==> src/sv/ssh_packet_deframer_top_defines.svh <==
// Assertion macros for the SSH packet deframer.
// Included by the top level; needs no other file.
`ifndef SSH_PACKET_DEFRAMER_TOP_DEFINES_SVH
`define SSH_PACKET_DEFRAMER_TOP_DEFINES_SVH

// same-cycle implication
`define SSHDF_ASSERT_IMPL(lbl, clk, rst_n, ante, cons, msg) \
	lbl: assert property (@(posedge clk) disable iff (!rst_n) (ante) |-> (cons)) \
		else $error(msg);

// next-cycle implication
`define SSHDF_ASSERT_NEXT(lbl, clk, rst_n, ante, cons, msg) \
	lbl: assert property (@(posedge clk) disable iff (!rst_n) (ante) |=> (cons)) \
		else $error(msg);

`endif

==> src/sv/sshdf_pkg.sv <==
// Types and constants shared by the SSH packet deframer modules.
// No dependencies.
`default_nettype none

package sshdf_pkg;

	localparam logic [1:0] KIND_PAYLOAD = 2'd0;
	localparam logic [1:0] KIND_END     = 2'd1;
	localparam logic [1:0] KIND_ERROR   = 2'd2;

	localparam logic [1:0] ERR_LENGTH   = 2'd0;
	localparam logic [1:0] ERR_SEQUENCE = 2'd1;
	localparam logic [1:0] ERR_PADDING  = 2'd2;

	localparam logic [2:0] HDR_PAD  = 3'd4;
	localparam logic [2:0] HDR_BODY = 3'd5;

	typedef struct packed {
		logic [1:0] kind;
		logic [7:0] data_byte;
		logic       first_of_payload;
		logic       packet_end;
		logic [1:0] error_code;
	} result_t;

endpackage

`default_nettype wire

==> src/sv/sshdf_core.sv <==
// Deframer state and per-byte next-state and result logic.
// Depends on sshdf_pkg.
`default_nettype none

module sshdf_core #(
	parameter int MAX_PACKET_BYTES = 4096
) (
	input  wire logic             clk,
	input  wire logic             arst_n,
	input  wire logic             step,
	input  wire logic [7:0]       rx_byte,
	input  wire logic [31:0]      sequence_limit,
	output logic                  res_valid,
	output sshdf_pkg::result_t    res
);
	import sshdf_pkg::*;

	localparam int PLW = $clog2(MAX_PACKET_BYTES);
	localparam logic [31:0] LEN_MAX = 32'(MAX_PACKET_BYTES - 4);

	logic [2:0]     hdr_q, hdr_n;
	logic [31:0]    len_q, len_n;
	logic [7:0]     pad_q, pad_n;
	logic [PLW-1:0] pl_q, pl_n;
	logic           first_q, first_n;
	logic [31:0]    seq_q, seq_n;
	logic           halted_q, halted_n;
	logic           finish;
	logic [31:0]    pl_calc;

	assign pl_calc = len_q - 32'd1 - {24'd0, rx_byte};

	always_comb begin
		hdr_n = hdr_q;
		len_n = len_q;
		pad_n = pad_q;
		pl_n = pl_q;
		first_n = first_q;
		seq_n = seq_q;
		halted_n = halted_q;
		finish = 1'b0;
		res_valid = 1'b0;
		res = '0;
		if (!halted_q) begin
			if (hdr_q < HDR_PAD) begin
				len_n = {len_q[23:0], rx_byte};
				hdr_n = hdr_q + 3'd1;
				if (hdr_q == HDR_PAD - 3'd1 && (len_n == 32'd0 || len_n > LEN_MAX)) begin
					halted_n = 1'b1;
					res_valid = 1'b1;
					res.kind = KIND_ERROR;
					res.error_code = ERR_LENGTH;
				end
			end else if (hdr_q == HDR_PAD) begin
				if (seq_q >= sequence_limit) begin
					halted_n = 1'b1;
					res_valid = 1'b1;
					res.kind = KIND_ERROR;
					res.error_code = ERR_SEQUENCE;
				end else if ({24'd0, rx_byte} >= len_q) begin
					halted_n = 1'b1;
					res_valid = 1'b1;
					res.kind = KIND_ERROR;
					res.error_code = ERR_PADDING;
				end else begin
					pad_n = rx_byte;
					pl_n = pl_calc[PLW-1:0];
					first_n = 1'b1;
					hdr_n = HDR_BODY;
					if (pl_calc == 32'd0 && rx_byte == 8'd0) begin
						finish = 1'b1;
						res_valid = 1'b1;
						res.kind = KIND_END;
						res.packet_end = 1'b1;
					end
				end
			end else if (pl_q != '0) begin
				pl_n = pl_q - PLW'(1);
				first_n = 1'b0;
				res_valid = 1'b1;
				res.kind = KIND_PAYLOAD;
				res.data_byte = rx_byte;
				res.first_of_payload = first_q;
				if (pl_n == '0 && pad_q == 8'd0) begin
					finish = 1'b1;
					res.packet_end = 1'b1;
				end
			end else begin
				if (pad_q != 8'd0) begin
					pad_n = pad_q - 8'd1;
				end
				if (pad_n == 8'd0) begin
					finish = 1'b1;
					res_valid = 1'b1;
					res.kind = KIND_END;
					res.packet_end = 1'b1;
				end
			end
		end
		if (finish) begin
			seq_n = seq_q + 32'd1;
			hdr_n = 3'd0;
			len_n = 32'd0;
			pad_n = 8'd0;
			pl_n = '0;
			first_n = 1'b0;
		end
	end

	always_ff @(posedge clk or negedge arst_n) begin
		if (!arst_n) begin
			hdr_q <= 3'd0;
			len_q <= 32'd0;
			pad_q <= 8'd0;
			pl_q <= '0;
			first_q <= 1'b0;
			seq_q <= 32'd0;
			halted_q <= 1'b0;
		end else if (step) begin
			hdr_q <= hdr_n;
			len_q <= len_n;
			pad_q <= pad_n;
			pl_q <= pl_n;
			first_q <= first_n;
			seq_q <= seq_n;
			halted_q <= halted_n;
		end
	end

endmodule

`default_nettype wire

==> src/sv/ssh_packet_deframer_top.sv <==
// Channel    Direction  Handshake            Payload
// input      in         in_valid / in_stall  rx_byte
// result     out        out_valid / out_stall kind, data_byte, first_of_payload,
//                                            packet_end, error_code
// config     in         cfg_valid / cfg_ready sequence_limit
//
// One byte per cycle sustained when out_stall is low; a result is registered, not combinational.
// The input register feeds the header/body logic in sshdf_core, which loads the result register.
// Reset clears all counters, the sequence number and the halt flag; the limit resets to all ones.
// A stalled result register holds a full input register, which then stalls the input side.
// Top level of the SSH packet deframer; depends on sshdf_pkg, sshdf_core and the defines header.
`default_nettype none

`include "ssh_packet_deframer_top_defines.svh"

module ssh_packet_deframer_top #(
	parameter int MAX_PACKET_BYTES = 4096
) (
	input  wire logic        clk,
	input  wire logic        arst_n,
	input  wire logic        in_valid,
	output logic             in_stall,
	input  wire logic [7:0]  rx_byte,
	output logic             out_valid,
	input  wire logic        out_stall,
	output logic [1:0]       kind,
	output logic [7:0]       data_byte,
	output logic             first_of_payload,
	output logic             packet_end,
	output logic [1:0]       error_code,
	input  wire logic        cfg_valid,
	output logic             cfg_ready,
	input  wire logic [31:0] sequence_limit
);
	import sshdf_pkg::*;

	logic        valid_s1;
	logic [7:0]  byte_s1;
	logic        out_valid_q;
	result_t     out_q;
	logic [31:0] limit_q;
	logic        advance;
	logic        step;
	logic        res_valid;
	result_t     res;

	assign advance = !out_valid_q || !out_stall;
	assign in_stall = valid_s1 && !advance;
	assign step = valid_s1 && advance;
	assign cfg_ready = 1'b1;

	always_ff @(posedge clk or negedge arst_n) begin
		if (!arst_n) begin
			limit_q <= '1;
		end else if (cfg_valid && cfg_ready) begin
			limit_q <= sequence_limit;
		end
	end

	always_ff @(posedge clk or negedge arst_n) begin
		if (!arst_n) begin
			valid_s1 <= 1'b0;
			out_valid_q <= 1'b0;
		end else begin
			if (!in_stall) begin
				valid_s1 <= in_valid;
			end
			if (advance) begin
				out_valid_q <= step && res_valid;
			end
		end
	end

	always_ff @(posedge clk) begin
		if (!in_stall) begin
			byte_s1 <= rx_byte;
		end
		if (step && res_valid) begin
			out_q <= res;
		end
	end

	sshdf_core #(
		.MAX_PACKET_BYTES(MAX_PACKET_BYTES)
	) u_core (
		.clk(clk),
		.arst_n(arst_n),
		.step(step),
		.rx_byte(byte_s1),
		.sequence_limit(limit_q),
		.res_valid(res_valid),
		.res(res)
	);

	assign out_valid = out_valid_q;
	assign kind = out_q.kind;
	assign data_byte = out_q.data_byte;
	assign first_of_payload = out_q.first_of_payload;
	assign packet_end = out_q.packet_end;
	assign error_code = out_q.error_code;

	`SSHDF_ASSERT_IMPL(a_stall_cause, clk, arst_n, in_stall, out_valid && out_stall, "input stall without blocked result")
	`SSHDF_ASSERT_NEXT(a_halt_silent, clk, arst_n, out_valid && !out_stall && kind == KIND_ERROR, !out_valid, "result after error")
	`SSHDF_ASSERT_IMPL(a_error_shape, clk, arst_n, out_valid && kind == KIND_ERROR, !packet_end && !first_of_payload && data_byte == 8'd0, "malformed error result")
	`SSHDF_ASSERT_IMPL(a_end_shape, clk, arst_n, out_valid && kind == KIND_END, packet_end && data_byte == 8'd0 && error_code == ERR_LENGTH, "malformed end result")

endmodule

`default_nettype wire
==> config.mk <==
export PLATFORM = sky130hd
export DESIGN_NAME = ssh_packet_deframer_top
export DESIGN_NICKNAME = d
export VERILOG_FILES = /design/src/sv/sshdf_pkg.sv /design/src/sv/sshdf_core.sv /design/src/sv/ssh_packet_deframer_top.sv
export VERILOG_INCLUDE_DIRS = /design/src /design/src/sv
export SDC_FILE = /design/constraint.sdc
export NUM_CORES = 1
export LEC_CHECK = 0
export BUFFER_PORTS_ARGS = -buffer_cell sky130_fd_sc_hd__buf_2
export CAP_MARGIN = 20
export CORE_UTILIZATION = 40
export DETAILED_ROUTE_END_ITERATION = 10
export PLACE_DENSITY_LB_ADDON = 0.12
export SLEW_MARGIN = 40
export SYNTH_ARGS = -nofsm -noshare
export SYNTH_HDL_FRONTEND = slang
export SYNTH_SLANG_ARGS = --single-unit
==> constraint.sdc <==
create_clock -name clk -period 3.7 [get_ports clk]
set_input_delay 1.11 -clock clk [delete_from_list [all_inputs] [get_ports clk]]
set_output_delay 1.11 -clock clk [all_outputs]
set_load 0.02 [all_outputs]
==> impl_metrics.py <==
metrics = {
    "grt": {
        "grt_util_all_layers_pct": 21.5,
        "grt_pass1_vias": 6971,
        "antenna_found_initial": 0,
        "grt_max_degree": 40,
        "grt_overflow_total": 0,
        "grt_pass1_wl_mm": 37.2,
    },
    "synth": {
        "syn_area_per_cell_um2": 9.42,
        "ys.flop_type": "dfrtp_1",
        "ys_warn_count": 0,
        "synthDistinctLibCells": 75,
        "synth_nets": 1037,
        "ys_ff_latch": 145,
        "syn_area_um2": 8820,
        "syn_inst": 936,
        "async_flop_share_pct": 84.8,
        "synth_edf_count": 22,
        "synth_seq_area_share_pct": 42.8,
    },
    "die": {
        "coreArea_um2": 21400,
        "fp.dieArea_um2": 22700,
        "rows": 53,
        "start_util_pct": 41.3,
        "ios": 62,
        "die-height_um": 151,
        "die_w_um": 151,
    },
    "timing": {
        "period_needed_ps": 3610,
        "period_share_pct": 97.7,
        "fmax_mhz": 277,
        "setup_tns_ps": 0,
        "relSlewSlack_pct": 52.4,
        "rsz0062_at_grt": "true",
        "setup_viol": 0,
        "hold_viol": 0,
        "finalMaxSlewViolations": 0,
        "fin_skew_ps": 11.7,
        "holdWs_ps": 474,
        "worst_slew_pin_slew_ps": 714,
    },
    "final_layout": {
        "design_area_um2": 10400,
        "diodes": 0,
        "fin_nets": 1125,
        "layout.cells.non_filler": 1312,
        "multiInputGateArea_um2": 4690,
        "drive_above_1_share_pct": 22.7,
        "final_common_cell": "dfrtp_1",
        "fillers": 2048,
        "final_cell_mix": "dfrtp_1 (91), nand2_1 (78), o21ai_0 (69)",
        "ff_latch_area_um2": 3780,
        "area_growth_pct": 17.9,
    },
    "worst_setup_path": {
        "timing_worst_setup_path_type": "flip-flop to flip-flop",
        "path_buf_inv": 2,
        "cp_max_fo": 6,
        "cpMostUsedCell": "a21o_1",
        "crit_slowest_cell": "a2111o_1",
        "worst_setup_path_start_kind": "flip-flop",
        "required_ps": 4050,
        "endpoint_kind": "flip-flop",
        "critPathTopFamily": "compound AO/OA/AOI/OAI gates",
        "crit_chain": "inv_1 > ha_1 > a21o_1 > a21o_1 > a221oi_2 > o311ai_2 > a2111o_1 > or2_2 > o31a_1 > buf_4 > nor3b_1 > xor2_1",
        "arrival_ps": 3970,
        "slowest_delay_ps": 530,
    },
    "clocking": {
        "htreeDepth": 4,
        "clockRootBuffer": "clkbuf_16",
        "path_clk_slew_ps": 60,
        "numCtsBuffers": 17,
        "cts_tree": "built",
        "worstSkewPairLatency_ps": 440,
        "clk_path_buf_depth": 2,
        "cts_sinks": 145,
    },
    "route": {
        "antenna_left": 0,
        "first_pass_iters": 4,
        "drtIter0Drc": 395,
        "vias": 7250,
        "post-route-drc-count": 0,
        "wl_per_cell_um": 17.6,
        "finalWirelength_mm": 23.1,
        "avgViaCountPerCell": 5.53,
    },
    "run": {
        "maxCapViolations": 0,
    },
    "place": {
        "dp.cells": 1275,
        "io_buffers": 60,
        "gp_congestion": 0.922,
        "hpwl_mm": 16.8,
        "placed_cell_area_um2": 9670,
    },
    "hold_path": {
        "min_path_type": "flip-flop to flip-flop",
    },
    "pwr": {
        "p_per_area_nw_per_um2": 689,
        "p_leak_uw": 0.00467,
        "irDropWorstVdd_v": 0.000294,
    },
    "status": {
        "outcome": "complete, no violations",
    },
}
sequential cells by signal, summed over array words and instances (netlist names), 2 cells and up:
signal and count:
limit_q 32, error_code 2, u_core.pad_q 8, u_core.hdr_q 3, u_core.len_q 32, byte_s1 8
u_core.pl_q 12, kind 2, data_byte 8, u_core.seq_q 32
cell type report:
class / instances / area share, %
Timing Repair Buffer: 115 / 7.32
Clock buffer: 23 / 4.51
Tap cell: 275 / 3.31
Sequential cell: 145 / 36.3
Clock inverter: 9 / 1.05
Multi-Input combinational cell: 679 / 45.1
Inverter: 66 / 2.38
kinds of logic (layout without fill, tap and decap cells):
kind of cell / Yosys count / count (layout) / synth area share (%)
compound gates: 237 / 237 / 17.9
xor+xnor: 42 / 42 / 4.17
fa+ha+maj: 56 / 56 / 8.03
buf+inv: 112 / 213 / 5.18
flops: 145 / 145 / 42.8
mux: 6 / 6 / 0.738
other cells: 1 / 1 / 0.0425
simple gates: 337 / 337 / 21.1
power breakdown:
part | leakage [µW] | switching (µW) | total [µW] | internal, µW
clock network | 0.000281 | 698 | 1730 | 1030
logic | 0.00268 | 1770 | 2990 | 1220
registers | 0.00171 | 433 | 2440 | 2010
worst min-delay path, stage by stage (launching register included):
cell and delay [ps]:
dfrtp_1 340, nand2_1 50, nand2_1 50
cell usage after synthesis (all sizes together), types with 3 or more instances:
cell type / n / area [µm²]
xnor2: 11 / 96.3
nand4b: 5 / 43.8
clkbuf: 31 / 116
nand3: 25 / 125
a21o: 13 / 97.6
a211oi: 9 / 67.6
dfrtp: 91 / 2280
and3: 6 / 37.5
nor3: 44 / 285
nor4b: 4 / 41.3
a21boi: 6 / 45.0
a22o: 33 / 289
nand2: 78 / 293
and2: 7 / 43.8
nor2b: 8 / 50.1
o31ai: 8 / 60.1
o31a: 3 / 26.3
xor2: 31 / 272
ha: 55 / 688
o2111ai: 3 / 26.3
nand2b: 8 / 50.1
dfstp: 32 / 841
a2111oi: 3 / 26.3
or2: 5 / 31.3
o21a: 5 / 37.5
and4: 4 / 35.0
or4: 4 / 30.0
or3: 4 / 30.0
a31oi: 8 / 65.1
inv: 66 / 248
a21oi: 43 / 215
o21ai: 75 / 379
nor4: 32 / 246
mux2: 4 / 45.0
o22ai: 5 / 37.5
o211ai: 5 / 37.5
nor2: 68 / 258
edfxtp: 22 / 661
nand4: 18 / 113
nand3b: 3 / 22.5
nor3b: 11 / 97.6
buf: 15 / 92.6
final timing paths:
path | cells past startpoint | to | start | slack (ps)
max in group asynchronous | 2 | u_core.len_q[9] | arst_n | 2250
min reg2reg | 2 | u_core.first_q | u_core.first_q | 470
max reg2reg | 12 | u_core.seq_q[3] | limit_q[9] | 90
max | 12 | u_core.seq_q[3] | limit_q[9] | 90
min in group asynchronous | 1 | u_core.seq_q[5] | arst_n | 640
min | 2 | u_core.first_q | u_core.first_q | 470
repair_timing:
action	in CTS	in global routing
hold buffers	0	0
buffers inserted	0	5
setup endpoints to repair	0	96
gates resized for setup	0	25
per-layer routing:
layer | vias up | routed length, µm | global-route usage (%)
met5 | - | 0 | 0
met4 | 0 | 240 | 5.81
met3 | 18 | 846 | 3.45
met2 | 155 | 11200 | 36.1
met1 | 3506 | 10800 | 28.5
li1 | 3571 | - | -
per-stage QoR:
| stage | setup slack [ps] | total power, µW | util [%] |
|---|---|---|---|
| 6_report | 85.2 | 7160 | 48.7 |
| 5_1_grt | -26.9 | 7630 | 48.7 |
| 2_1_floorplan | 194 | 4360 | - |
| 3_3_place_gp | 54.8 | 5330 | 45.3 |
| 3_5_place_dp | 42.5 | 5330 | 45.3 |
| 4_1_cts | 17.6 | 7090 | 48.0 |
Power figures use the tool's default switching activity.
